[src/design/cfgkw_pkg.sv]
// shared types, codes and the keyword table of the config keyword tokenizer
// no dependencies; used by every module of the block and by the checker
`default_nettype none

package cfgkw_pkg;

    // result field widths as seen on the ports
    localparam int KIND_W  = 5;
    localparam int START_W = 16;
    localparam int LEN_W   = 16;
    localparam int LINE_W  = 20;

    // token kinds beyond the keyword numbers
    localparam logic [KIND_W-1:0] KIND_QUOTED = 5'd25;
    localparam logic [KIND_W-1:0] KIND_STRING = 5'd26;
    localparam logic [KIND_W-1:0] KIND_ERROR  = 5'd27;
    localparam logic [KIND_W-1:0] KIND_END    = 5'd28;

    // characters with a meaning to the scanner
    localparam logic [7:0] CH_SPACE = 8'h20;
    localparam logic [7:0] CH_TAB   = 8'h09;
    localparam logic [7:0] CH_CR    = 8'h0D;
    localparam logic [7:0] CH_LF    = 8'h0A;
    localparam logic [7:0] CH_HASH  = 8'h23;
    localparam logic [7:0] CH_QUOTE = 8'h22;

    // keyword table
    localparam int KW_COUNT   = 25;
    localparam int KW_MAX_LEN = 7;
    localparam int KW_LEN_W   = 3;

    // keywords that count anywhere on a line
    localparam int KW_OPEN_BRACE = 13;
    localparam int KW_ON         = 16;
    localparam int KW_TO         = 18;
    localparam int KW_EVERY      = 20;

    localparam logic [KW_LEN_W-1:0] KW_LEN [KW_COUNT] = '{
        3'd3, 3'd4, 3'd4, 3'd3, 3'd3, 3'd3, 3'd3, 3'd3, 3'd2, 3'd5,
        3'd7, 3'd4, 3'd4, 3'd1, 3'd1, 3'd6, 3'd2, 3'd6, 3'd2, 3'd6,
        3'd5, 3'd7, 3'd6, 3'd4, 3'd3
    };

    localparam logic [7:0] KW_CHARS [KW_COUNT][KW_MAX_LEN] = '{
        '{"j", "o", "b", 8'h00, 8'h00, 8'h00, 8'h00},
        '{"n", "a", "m", "e", 8'h00, 8'h00, 8'h00},
        '{"u", "s", "e", "r", 8'h00, 8'h00, 8'h00},
        '{"c", "m", "d", 8'h00, 8'h00, 8'h00, 8'h00},
        '{"e", "n", "v", 8'h00, 8'h00, 8'h00, 8'h00},
        '{"d", "i", "r", 8'h00, 8'h00, 8'h00, 8'h00},
        '{"o", "u", "t", 8'h00, 8'h00, 8'h00, 8'h00},
        '{"e", "r", "r", 8'h00, 8'h00, 8'h00, 8'h00},
        '{"i", "n", 8'h00, 8'h00, 8'h00, 8'h00, 8'h00},
        '{"o", "r", "d", "e", "r", 8'h00, 8'h00},
        '{"d", "i", "s", "a", "b", "l", "e"},
        '{"w", "a", "i", "t", 8'h00, 8'h00, 8'h00},
        '{"o", "n", "c", "e", 8'h00, 8'h00, 8'h00},
        '{"{", 8'h00, 8'h00, 8'h00, 8'h00, 8'h00, 8'h00},
        '{"}", 8'h00, 8'h00, 8'h00, 8'h00, 8'h00, 8'h00},
        '{"l", "i", "s", "t", "e", "n", 8'h00},
        '{"o", "n", 8'h00, 8'h00, 8'h00, 8'h00, 8'h00},
        '{"r", "e", "p", "o", "r", "t", 8'h00},
        '{"t", "o", 8'h00, 8'h00, 8'h00, 8'h00, 8'h00},
        '{"b", "o", "u", "n", "c", "e", 8'h00},
        '{"e", "v", "e", "r", "y", 8'h00, 8'h00},
        '{"d", "e", "p", "e", "n", "d", "s"},
        '{"u", "l", "i", "m", "i", "t", 8'h00},
        '{"n", "i", "c", "e", 8'h00, 8'h00, 8'h00},
        '{"c", "p", "u", 8'h00, 8'h00, 8'h00, 8'h00}
    };

    // result queue
    localparam int FIFO_DEPTH = 4;
    localparam int FIFO_PTR_W = $clog2(FIFO_DEPTH);
    localparam int FIFO_CNT_W = $clog2(FIFO_DEPTH + 1);

    typedef enum logic [2:0] {
        MODE_IDLE,
        MODE_WORD,
        MODE_QUOTE,
        MODE_COMMENT,
        MODE_SKIP
    } scan_mode_t;

    typedef struct packed {
        logic [KIND_W-1:0]  kind;
        logic [START_W-1:0] start;
        logic [LEN_W-1:0]   length;
        logic [LINE_W-1:0]  line;
        logic               last;
    } result_t;

    // results of one byte, in order; count is 0, 1 or 2
    typedef struct packed {
        logic [1:0] count;
        result_t    first;
        result_t    second;
    } result_pair_t;

endpackage

`default_nettype wire

[src/design/cfgkw_match.sv]
// keyword lookup: compares the word prefix and length against the keyword table
// depends on cfgkw_pkg
`default_nettype none

module cfgkw_match #(
    parameter int OFFSET_BITS = 16
) (
    input  logic [cfgkw_pkg::KW_MAX_LEN-1:0][7:0] prefix,
    input  logic [OFFSET_BITS-1:0]                tok_len,
    input  logic                                  began_line,
    output logic [cfgkw_pkg::KIND_W-1:0]          kind
);

    logic [cfgkw_pkg::KW_COUNT-1:0] hit;

    // one compare per keyword, all in parallel
    always_comb begin
        for (int k = 0; k < cfgkw_pkg::KW_COUNT; k++) begin
            hit[k] = (tok_len == OFFSET_BITS'(cfgkw_pkg::KW_LEN[k]));
            for (int i = 0; i < cfgkw_pkg::KW_MAX_LEN; i++) begin
                if (i < int'(cfgkw_pkg::KW_LEN[k]) &&
                    prefix[i] != cfgkw_pkg::KW_CHARS[k][i]) begin
                    hit[k] = 1'b0;
                end
            end
        end
    end

    // first hit wins; most keywords only count at the head of a line
    always_comb begin
        logic found;
        found = 1'b0;
        kind  = cfgkw_pkg::KIND_STRING;
        for (int k = 0; k < cfgkw_pkg::KW_COUNT; k++) begin
            if (!found && hit[k]) begin
                found = 1'b1;
                if (began_line || k == cfgkw_pkg::KW_OPEN_BRACE || k == cfgkw_pkg::KW_ON ||
                    k == cfgkw_pkg::KW_TO || k == cfgkw_pkg::KW_EVERY) begin
                    kind = cfgkw_pkg::KIND_W'(k);
                end
            end
        end
    end

endmodule

`default_nettype wire

[src/design/cfgkw_scan.sv]
// scanner state and per-byte next-state logic; forms up to two results per byte
// depends on cfgkw_pkg and cfgkw_match
`default_nettype none

module cfgkw_scan #(
    parameter int LONGEST_KEYWORD = 7,
    parameter int OFFSET_BITS     = 16,
    parameter int LINE_BITS       = 20
) (
    input  logic                                aclk,
    input  logic                                aresetn,
    input  logic                                cfg_we,
    input  logic [cfgkw_pkg::LINE_W-1:0]        cfg_wdata,
    input  logic                                step,
    input  logic [7:0]                          in_byte,
    input  logic                                in_last,
    output cfgkw_pkg::result_pair_t             res
);

    localparam logic [OFFSET_BITS-1:0] OffMax   = '1;
    localparam logic [LINE_BITS-1:0]   LineMax  = '1;
    localparam logic [32:0]            LineMaxW = (33'd1 << LINE_BITS) - 33'd1;

    function automatic logic [LINE_BITS-1:0] clamp_line(input logic [cfgkw_pkg::LINE_W-1:0] v);
        logic [32:0] w;
        w = 33'(v);
        return (w > LineMaxW) ? LineMaxW[LINE_BITS-1:0] : w[LINE_BITS-1:0];
    endfunction

    cfgkw_pkg::scan_mode_t      mode_reg, mode_next;
    logic                       only_space_reg, only_space_next;
    logic                       began_reg, began_next;
    logic [7:0]                 prefix_reg [LONGEST_KEYWORD];
    logic [7:0]                 prefix_next [LONGEST_KEYWORD];
    logic [OFFSET_BITS-1:0]     start_reg, start_next;
    logic [OFFSET_BITS-1:0]     len_reg, len_next;
    logic [OFFSET_BITS-1:0]     offset_reg, offset_next;
    logic [LINE_BITS-1:0]       line_reg, line_next;
    logic [cfgkw_pkg::LINE_W-1:0] first_line_reg;

    logic                       is_space, is_lf;
    logic [OFFSET_BITS-1:0]     len_inc, offset_inc;
    logic [LINE_BITS-1:0]       line_inc, line_after;
    logic                       tok_v, tok_is_word;
    logic [cfgkw_pkg::KIND_W-1:0] tok_kind_fixed, word_kind;
    logic [cfgkw_pkg::KW_MAX_LEN-1:0][7:0] match_prefix;
    logic [31:0]                start32, len32, line32, end_start32, end_line32;
    cfgkw_pkg::result_t         tok_res, end_res;

    assign is_lf    = (in_byte == cfgkw_pkg::CH_LF);
    assign is_space = (in_byte == cfgkw_pkg::CH_SPACE) || (in_byte == cfgkw_pkg::CH_TAB) ||
                      (in_byte == cfgkw_pkg::CH_CR) || is_lf;

    assign len_inc    = (len_reg == OffMax) ? len_reg : len_reg + OFFSET_BITS'(1);
    assign offset_inc = (offset_reg == OffMax) ? offset_reg : offset_reg + OFFSET_BITS'(1);
    assign line_inc   = (line_reg == LineMax) ? line_reg : line_reg + LINE_BITS'(1);

    always_comb begin
        mode_next       = mode_reg;
        only_space_next = only_space_reg;
        began_next      = began_reg;
        prefix_next     = prefix_reg;
        start_next      = start_reg;
        len_next        = len_reg;
        line_after      = line_reg;
        tok_v           = 1'b0;
        tok_is_word     = 1'b0;
        tok_kind_fixed  = cfgkw_pkg::KIND_ERROR;

        unique case (mode_reg)
            cfgkw_pkg::MODE_IDLE: begin
                if (is_space) begin
                    if (is_lf) begin
                        line_after      = line_inc;
                        only_space_next = 1'b1;
                    end
                end else if (in_byte == cfgkw_pkg::CH_HASH) begin
                    mode_next       = cfgkw_pkg::MODE_COMMENT;
                    only_space_next = 1'b0;
                end else begin
                    start_next      = offset_reg;
                    len_next        = OFFSET_BITS'(1);
                    began_next      = only_space_reg;
                    only_space_next = 1'b0;
                    if (in_byte == cfgkw_pkg::CH_QUOTE) begin
                        mode_next = cfgkw_pkg::MODE_QUOTE;
                        tok_v     = in_last;
                    end else begin
                        mode_next      = cfgkw_pkg::MODE_WORD;
                        prefix_next[0] = in_byte;
                        tok_v          = in_last;
                        tok_is_word    = 1'b1;
                    end
                end
            end
            cfgkw_pkg::MODE_WORD: begin
                tok_is_word = 1'b1;
                if (is_space) begin
                    tok_v     = 1'b1;
                    mode_next = cfgkw_pkg::MODE_IDLE;
                    if (is_lf) begin
                        line_after      = line_inc;
                        only_space_next = 1'b1;
                    end
                end else begin
                    for (int i = 0; i < LONGEST_KEYWORD; i++) begin
                        if (len_reg == OFFSET_BITS'(i)) begin
                            prefix_next[i] = in_byte;
                        end
                    end
                    len_next = len_inc;
                    tok_v    = in_last;
                end
            end
            cfgkw_pkg::MODE_QUOTE: begin
                len_next = len_inc;
                if (in_byte == cfgkw_pkg::CH_QUOTE) begin
                    tok_v          = 1'b1;
                    tok_kind_fixed = cfgkw_pkg::KIND_QUOTED;
                    mode_next      = cfgkw_pkg::MODE_IDLE;
                end else if (is_lf) begin
                    tok_v     = 1'b1;
                    mode_next = cfgkw_pkg::MODE_SKIP;
                end else begin
                    tok_v = in_last;
                end
            end
            cfgkw_pkg::MODE_COMMENT: begin
                if (is_lf) begin
                    line_after      = line_inc;
                    only_space_next = 1'b1;
                    mode_next       = cfgkw_pkg::MODE_IDLE;
                end
            end
            cfgkw_pkg::MODE_SKIP: begin
            end
            default: begin
            end
        endcase

        line_next   = line_after;
        offset_next = offset_inc;
        // buffer end: start afresh
        if (in_last) begin
            mode_next       = cfgkw_pkg::MODE_IDLE;
            only_space_next = 1'b1;
            began_next      = 1'b0;
            offset_next     = '0;
            start_next      = '0;
            len_next        = '0;
            line_next       = clamp_line(first_line_reg);
        end
    end

    // keyword match runs on the token as it stands after this byte
    always_comb begin
        for (int i = 0; i < cfgkw_pkg::KW_MAX_LEN; i++) begin
            match_prefix[i] = prefix_next[i];
        end
    end

    cfgkw_match #(
        .OFFSET_BITS (OFFSET_BITS)
    ) u_match (
        .prefix     (match_prefix),
        .tok_len    (tok_is_word && mode_reg == cfgkw_pkg::MODE_IDLE ? OFFSET_BITS'(1)
                                                                     : (is_space ? len_reg
                                                                                 : len_inc)),
        .began_line (mode_reg == cfgkw_pkg::MODE_IDLE ? only_space_reg : began_reg),
        .kind       (word_kind)
    );

    always_comb begin
        start32     = 32'(mode_reg == cfgkw_pkg::MODE_IDLE ? offset_reg : start_reg);
        len32       = 32'(mode_reg == cfgkw_pkg::MODE_IDLE ? OFFSET_BITS'(1)
                                                           : (tok_is_word && is_space ? len_reg
                                                                                      : len_inc));
        line32      = 32'(line_reg);
        end_start32 = 32'(offset_inc);
        end_line32  = 32'(line_after);

        tok_res.kind   = tok_is_word ? word_kind : tok_kind_fixed;
        tok_res.start  = start32[cfgkw_pkg::START_W-1:0];
        tok_res.length = len32[cfgkw_pkg::LEN_W-1:0];
        tok_res.line   = line32[cfgkw_pkg::LINE_W-1:0];
        tok_res.last   = !in_last;

        end_res.kind   = cfgkw_pkg::KIND_END;
        end_res.start  = end_start32[cfgkw_pkg::START_W-1:0];
        end_res.length = '0;
        end_res.line   = end_line32[cfgkw_pkg::LINE_W-1:0];
        end_res.last   = 1'b1;

        res.count  = {tok_v & in_last, tok_v ^ in_last};
        res.first  = tok_v ? tok_res : end_res;
        res.second = end_res;
    end

    always_ff @(posedge aclk) begin
        if (!aresetn) begin
            mode_reg       <= cfgkw_pkg::MODE_IDLE;
            only_space_reg <= 1'b1;
            began_reg      <= 1'b0;
            offset_reg     <= '0;
            first_line_reg <= cfgkw_pkg::LINE_W'(1);
            line_reg       <= LINE_BITS'(1);
        end else begin
            if (cfg_we) begin
                first_line_reg <= cfg_wdata;
            end
            if (step) begin
                mode_reg       <= mode_next;
                only_space_reg <= only_space_next;
                began_reg      <= began_next;
                offset_reg     <= offset_next;
                line_reg       <= line_next;
            end else if (cfg_we && offset_reg == '0 && mode_reg == cfgkw_pkg::MODE_IDLE) begin
                line_reg <= clamp_line(cfg_wdata);
            end
        end
    end

    always_ff @(posedge aclk) begin
        if (step) begin
            prefix_reg <= prefix_next;
            start_reg  <= start_next;
            len_reg    <= len_next;
        end
    end

endmodule

`default_nettype wire

[src/design/cfgkw_fifo.sv]
// four-entry result queue: takes one or two results per cycle, gives one
// depends on cfgkw_pkg
`default_nettype none

module cfgkw_fifo (
    input  logic                    aclk,
    input  logic                    aresetn,
    input  logic                    push_en,
    input  cfgkw_pkg::result_pair_t push,
    output logic                    room,
    output logic                    out_valid,
    input  logic                    out_ready,
    output cfgkw_pkg::result_t      out_data
);

    cfgkw_pkg::result_t                 entries_reg [cfgkw_pkg::FIFO_DEPTH];
    logic [cfgkw_pkg::FIFO_PTR_W-1:0]   wr_ptr_reg, wr_ptr_next;
    logic [cfgkw_pkg::FIFO_PTR_W-1:0]   rd_ptr_reg, rd_ptr_next;
    logic [cfgkw_pkg::FIFO_CNT_W-1:0]   fill_reg, fill_next;
    logic [1:0]                         n_push;
    logic                               pop;

    assign n_push    = push_en ? push.count : 2'd0;
    assign pop       = out_valid && out_ready;
    assign out_valid = (fill_reg != '0);
    assign out_data  = entries_reg[rd_ptr_reg];
    // room for the worst case of two results from one byte
    assign room      = (fill_reg <= cfgkw_pkg::FIFO_CNT_W'(cfgkw_pkg::FIFO_DEPTH - 2));

    always_comb begin
        wr_ptr_next = wr_ptr_reg + cfgkw_pkg::FIFO_PTR_W'(n_push);
        rd_ptr_next = rd_ptr_reg + cfgkw_pkg::FIFO_PTR_W'(pop);
        fill_next   = fill_reg + cfgkw_pkg::FIFO_CNT_W'(n_push)
                               - cfgkw_pkg::FIFO_CNT_W'(pop);
    end

    always_ff @(posedge aclk) begin
        if (!aresetn) begin
            wr_ptr_reg <= '0;
            rd_ptr_reg <= '0;
            fill_reg   <= '0;
        end else begin
            wr_ptr_reg <= wr_ptr_next;
            rd_ptr_reg <= rd_ptr_next;
            fill_reg   <= fill_next;
        end
    end

    always_ff @(posedge aclk) begin
        if (n_push != 2'd0) begin
            entries_reg[wr_ptr_reg] <= push.first;
        end
        if (n_push == 2'd2) begin
            entries_reg[wr_ptr_reg + cfgkw_pkg::FIFO_PTR_W'(1)] <= push.second;
        end
    end

endmodule

`default_nettype wire

[src/design/config_keyword_tokenizer_core.sv]
// config keyword tokenizer, top level: input register, scanner, result queue
// path: a byte held in the input register is scanned once the queue has room for both
//   of its results, which are written to the queue, the end result behind the first
// throughput: one byte per cycle while the queue has room; the result port gives
//   one transaction per cycle; the four-entry queue absorbs a last byte's end result
// reset: aresetn synchronous active low; clears scan mode, offset, queue, and loads line 1
`default_nettype none

module config_keyword_tokenizer_core #(
    parameter int LONGEST_KEYWORD = 7,
    parameter int OFFSET_BITS     = 16,
    parameter int LINE_BITS       = 20
) (
    input  logic        aclk,
    input  logic        aresetn,

    // byte stream in
    input  logic        s_tvalid,
    output logic        s_tready,
    input  logic [7:0]  s_tdata,    // [7:0] byte_value
    input  logic        s_tlast,    // last_byte

    // token stream out
    output logic        m_tvalid,
    input  logic        m_tready,
    output logic [55:0] m_tdata,    // [15:0] token_start, [31:16] token_length,
                                    // [51:32] token_line, [55:52] zero
    output logic [4:0]  m_tuser,    // [4:0] token_kind
    output logic        m_tlast,    // last_of_run

    // first line number register
    input  logic        cfg_we,
    input  logic [19:0] cfg_wdata
);

    // input register stage
    logic               in_valid_reg;
    logic [7:0]         in_byte_reg;
    logic               in_last_reg;

    logic               room;
    logic               step;
    cfgkw_pkg::result_pair_t res;
    cfgkw_pkg::result_t      head;

    // a held byte is scanned once the queue can take both of its results
    assign step     = in_valid_reg && room;
    // new transaction is taken when no byte is held or while the held one is being scanned
    assign s_tready = !in_valid_reg || step;

    always_ff @(posedge aclk) begin
        if (!aresetn) begin
            in_valid_reg <= 1'b0;
        end else if (s_tready) begin
            in_valid_reg <= s_tvalid;
        end
    end

    // payload only, no reset needed
    always_ff @(posedge aclk) begin
        if (s_tvalid && s_tready) begin
            in_byte_reg <= s_tdata;
            in_last_reg <= s_tlast;
        end
    end

    // scanner: mode, counters, word prefix and result forming
    cfgkw_scan #(
        .LONGEST_KEYWORD (LONGEST_KEYWORD),
        .OFFSET_BITS     (OFFSET_BITS),
        .LINE_BITS       (LINE_BITS)
    ) u_scan (
        .aclk      (aclk),
        .aresetn   (aresetn),
        .cfg_we    (cfg_we),
        .cfg_wdata (cfg_wdata),
        .step      (step),
        .in_byte   (in_byte_reg),
        .in_last   (in_last_reg),
        .res       (res)
    );

    // result queue decouples the output side from scanning
    cfgkw_fifo u_fifo (
        .aclk      (aclk),
        .aresetn   (aresetn),
        .push_en   (step),
        .push      (res),
        .room      (room),
        .out_valid (m_tvalid),
        .out_ready (m_tready),
        .out_data  (head)
    );

    // output packing
    assign m_tdata = {4'b0000, head.line, head.length, head.start};
    assign m_tuser = head.kind;
    assign m_tlast = head.last;

endmodule

`default_nettype wire

[config.mk]
export PLATFORM = sky130hd
export DESIGN_NAME = config_keyword_tokenizer_core
export DESIGN_NICKNAME = d
export VERILOG_FILES = /design/src/design/cfgkw_pkg.sv /design/src/design/cfgkw_match.sv /design/src/design/cfgkw_scan.sv /design/src/design/cfgkw_fifo.sv /design/src/design/config_keyword_tokenizer_core.sv
export SDC_FILE = /design/constraint.sdc
export NUM_CORES = 1
export LEC_CHECK = 0
export BUFFER_PORTS_ARGS = -buffer_cell sky130_fd_sc_hd__buf_2
export CORE_UTILIZATION = 50
export DETAILED_ROUTE_END_ITERATION = 16
export GPL_ROUTABILITY_DRIVEN = 0
export PLACE_DENSITY = 0.75
export REMOVE_ABC_BUFFERS = 1
export SYNTH_ARGS = -nofsm -noshare
export SYNTH_HDL_FRONTEND = slang
export SYNTH_SLANG_ARGS = --single-unit
export TNS_END_PERCENT = 20
[constraint.sdc]
create_clock -name aclk -period 7.8 [get_ports aclk]
set_input_delay 0.78 -clock aclk [delete_from_list [all_inputs] [get_ports aclk]]
set_output_delay 0.78 -clock aclk [all_outputs]
set_load 0.005 [all_outputs]
==> impl_metrics.json <==
{
  "groute.usage.overall": 0.286,
  "detailed_place_hpwl_mm": 45.1,
  "die-area_sq_um": 46900,
  "synth-seq-area-share": 0.451,
  "synth.area.top_cells": "edfxtp_1 31%, dfxtp_1 14%, mux4_2 5.7%",
  "crit-reg2reg-capture": "u_fifo.entries_reg[3][2]",
  "hold_class": "in -> reg",
  "hold_end": "in_byte_reg[0]",
  "critical_path_arrival_ps": 6480,
  "mapped_avg_cell_area_sq_um": 9.63,
  "wire_per_inst_um": 22.9,
  "core_area_sq_um": 45400,
  "layout.filler_cells": 3917,
  "placementRows": 78,
  "floorplan.die.width_um": 217,
  "hold_path.startpoint": "s_tdata[0]",
  "multi_input_comb_area_sq_um": 11800,
  "totalWireLength_mm": 68.8,
  "final_nets": 2420,
  "synth.area.mux_share": 0.106,
  "cts.root.buffer_cell": "clkbuf_16",
  "drive_above_1_share": 0.139,
  "synth_cell_type_count": 89,
  "pwr_density_cell_nw_per_um2": 237,
  "synth_simple_gate_area_frac": 0.198,
  "fin_skew_ps": 33.2,
  "path_cells": "or3_1 -> or4_1 -> buf_4 -> nand2_1 -> nor2_1 -> o21ai_1 -> nor2_1 -> clkinv_1 -> ha_1 -> o21ai_1 -> or2_2 -> o21a_1 -> o22ai_1 -> nand2_1 -> o21ai_0",
  "synth.yosys.warnings": 0,
  "synthAdderAreaFrac": 0.00793,
  "synth_top_family_by_area": "simple AND/OR/NAND/NOR gates",
  "critPathKind": "reg -> reg",
  "synth-seq-cells": 398,
  "area_overhead_of_the_layout_relative_to_synthesis_pct": 9.65,
  "first_pass_iters": 11,
  "worst-r2r-setup-slack_ps": 1590,
  "setup_total_negative_slack_ps": 0,
  "post_route_clock_period_utilization": 0.796,
  "worst_hold_margin_ps": 362,
  "routed_antenna_nets": 0,
  "routed_via_density": 6.65,
  "sequential_cell_area_sq_um": 10400,
  "yosysTopAreaCell": "edfxtp_1",
  "first_global_vias": 18830,
  "ff2ff_path_depth": 15,
  "cp_slowest_cell": "o21a_1",
  "timing.slew.headroom": 0.160,
  "post_synth_top_area_share": 0.314,
  "cts_tree": "built",
  "timing.critical_path.fanout_max": 30,
  "cts.sinks": 398,
  "drt_iter0_drc": 2997,
  "synth_xor_area_frac": 0.0171,
  "grt_start_max_net_pins": 82,
  "asyncSetResetFlopFracSynth": 0,
  "critical-path-max-stage-delay_ps": 990,
  "total_count_of_hold_check_failures_in_the_final_report": 0,
  "post_layout_nonfiller_instances": 3008,
  "ir_drop_mv": 0.313,
  "grt_pass1_wl_mm": 106,
  "cts_clock_pin_slew_for_the_worst_setup_and_hold_paths_ps": 60,
  "flip_flop_count_of_the_largest_register_after_layout": 232,
  "finalWorstPathRequiredPeriod_ps": 6210,
  "clock_latency_at_the_later_pin_of_the_worst_skew_pair_ps": 600,
  "vias": 20009,
  "timing.final.max_slew_violations": 0,
  "syn_inst": 2391,
  "synth_compound_gate_area_share": 0.179,
  "clock_tree.buffer_depth": 3,
  "synth_top_flop_cell": "edfxtp_1",
  "start_kind": "register",
  "cts-htree-levels": 2,
  "cap_violations": 0,
  "start_util": 0.507,
  "cts-buffers-inserted": 44,
  "rsz0062_at_grt": "no",
  "grt_overflow_total": 0,
  "worst_hold_path.num_cells": 1,
  "cts-hold-fix-buffers": 0,
  "r2r-start": "in_byte_reg[7]",
  "post_cts_resized": 0,
  "synth_edf_count": 241,
  "total_leakage_power_nw": 8.62,
  "io-pin-count": 98,
  "drcViolationCount": 0,
  "cp-end-kind": "register",
  "fmax_ghz": 0.161,
  "outcome": "completed",
  "total_of_endpoints_with_negative_setup_slack_in_the_final_report": 0,
  "portBuffers": 93,
  "synth_area_sq_um": 23000,
  "floorplan.die.height_um": 217,
  "cts_setup_buffers": 0,
  "max_slew.worst_pin.slew_ps": 1260,
  "grt_antenna_before_repair": 1,
  "worst_ep_required_time_ps": 8080,
  "place_inst": 2926
}
==> where the power goes <==
group	internal [W]	switching, W
Combinational	0.000517	0.000715
Sequential	0.00245	0.000228
Clock	0.00119	0.000883
Total	0.00416	0.00183
==> routing by layer <==
| layer | track usage | up-vias | routed length, um |
|---|---|---|---|
| met5 | 0.00521 | - | 0 |
| met4 | 0.122 | 0 | 2670 |
| met3 | 0.0453 | 221 | 6380 |
| met2 | 0.464 | 1216 | 32500 |
| met1 | 0.379 | 9568 | 27200 |
| li1 | - | 9004 | - |
==> layout by cell type, fill, tap and decap left out, types with 53 or more instances in the layout <==
cell,instances
nand3_1,78
o21ai_0,162
mux2i_1,66
dfxtp_1,155
buf_2,93
edfxtp_1,241
a22o_1,53
nor2_1,179
mux4_2,58
a21oi_1,110
o22ai_1,81
nand2_1,289
==> cells in the mapped netlist, types with 14 or more instances <==
cell type  number
inv_1          37
xnor2_1        28
nand2_1       289
nor4_1         35
or3_1          22
o22ai_1        81
mux4_2         58
clkbuf_1      172
and4_1         14
nand4_1        42
nor3_1         38
edfxtp_1      241
a22o_1         53
o21ai_0       162
nand2b_1       26
dfxtp_1       157
xor2_1         17
or4_1          17
buf_1          15
nor2b_1        43
and3_1         33
and2_1         36
mux2_2         43
nand3_1        78
o31ai_1        47
nor2_1        181
a311oi_1       23
a21oi_1       110
mux2i_1        66
o211ai_1       16
==> layout make-up <==
class | count | share of cell area
multi-input cells | 1757 | 0.466
flip-flops and latches | 398 | 0.411
clock buffers | 64 | 0.0499
repair buffers | 131 | 0.0297
well taps | 600 | 0.0297
clock inverters | 17 | 0.00689
inverters | 40 | 0.00600
diodes | 1 | 0.0000991
==> worst max-delay path: cells and delay by family (launching register included) <==
| kind | cells | cell delay [ps] |
|---|---|---|
| AO/OA/AOI/OAI | 5 | 2300 |
| adder cells (fa/ha/maj) | 1 | 280 |
| buffers and inverters | 2 | 320 |
| flip-flops | 1 | 640 |
| AND/OR/NAND/NOR | 7 | 2340 |
==> through the flow <==
stage           util  power (W)  area, sq um  worst slack, ps
2_1_floorplan      -    0.00346        22300             84.0
3_3_place_gp   0.525    0.00388        23800             1840
3_5_place_dp   0.525    0.00393        23800             1720
4_1_cts        0.556    0.00599        25200             1710
5_1_grt        0.556    0.00620        25200             1130
6_report       0.556    0.00599        25200             1590
==> cell families (layout without fill, tap and decap cells) <==
family / Yosys count / count (layout)
adder cells (fa/ha/maj): 14 / 14
AND/OR/NAND/NOR: 911 / 911
multiplexers: 167 / 167
buffers and inverters: 239 / 252
other: 1 / 5
flip-flops: 398 / 398
AO/OA/AOI/OAI: 616 / 616
XOR/XNOR: 45 / 45
==> how the worst max path moves through the flow <==
| stage | from | to | slack, ps |
|---|---|---|---|
| after floorplan | in_byte_reg[0] | u_fifo.entries_reg[2][10] | 80 |
| after global placement | in_byte_reg[7] | u_fifo.entries_reg[3][2] | 1840 |
| after detailed placement | in_byte_reg[7] | u_fifo.entries_reg[3][2] | 1720 |
| after CTS | in_byte_reg[7] | u_fifo.entries_reg[3][2] | 1710 |
| after global routing | in_byte_reg[5] | u_fifo.entries_reg[3][2] | 1130 |
| final | in_byte_reg[7] | u_fifo.entries_reg[3][2] | 1590 |
Note: power is estimated with default switching activity, not from simulation.
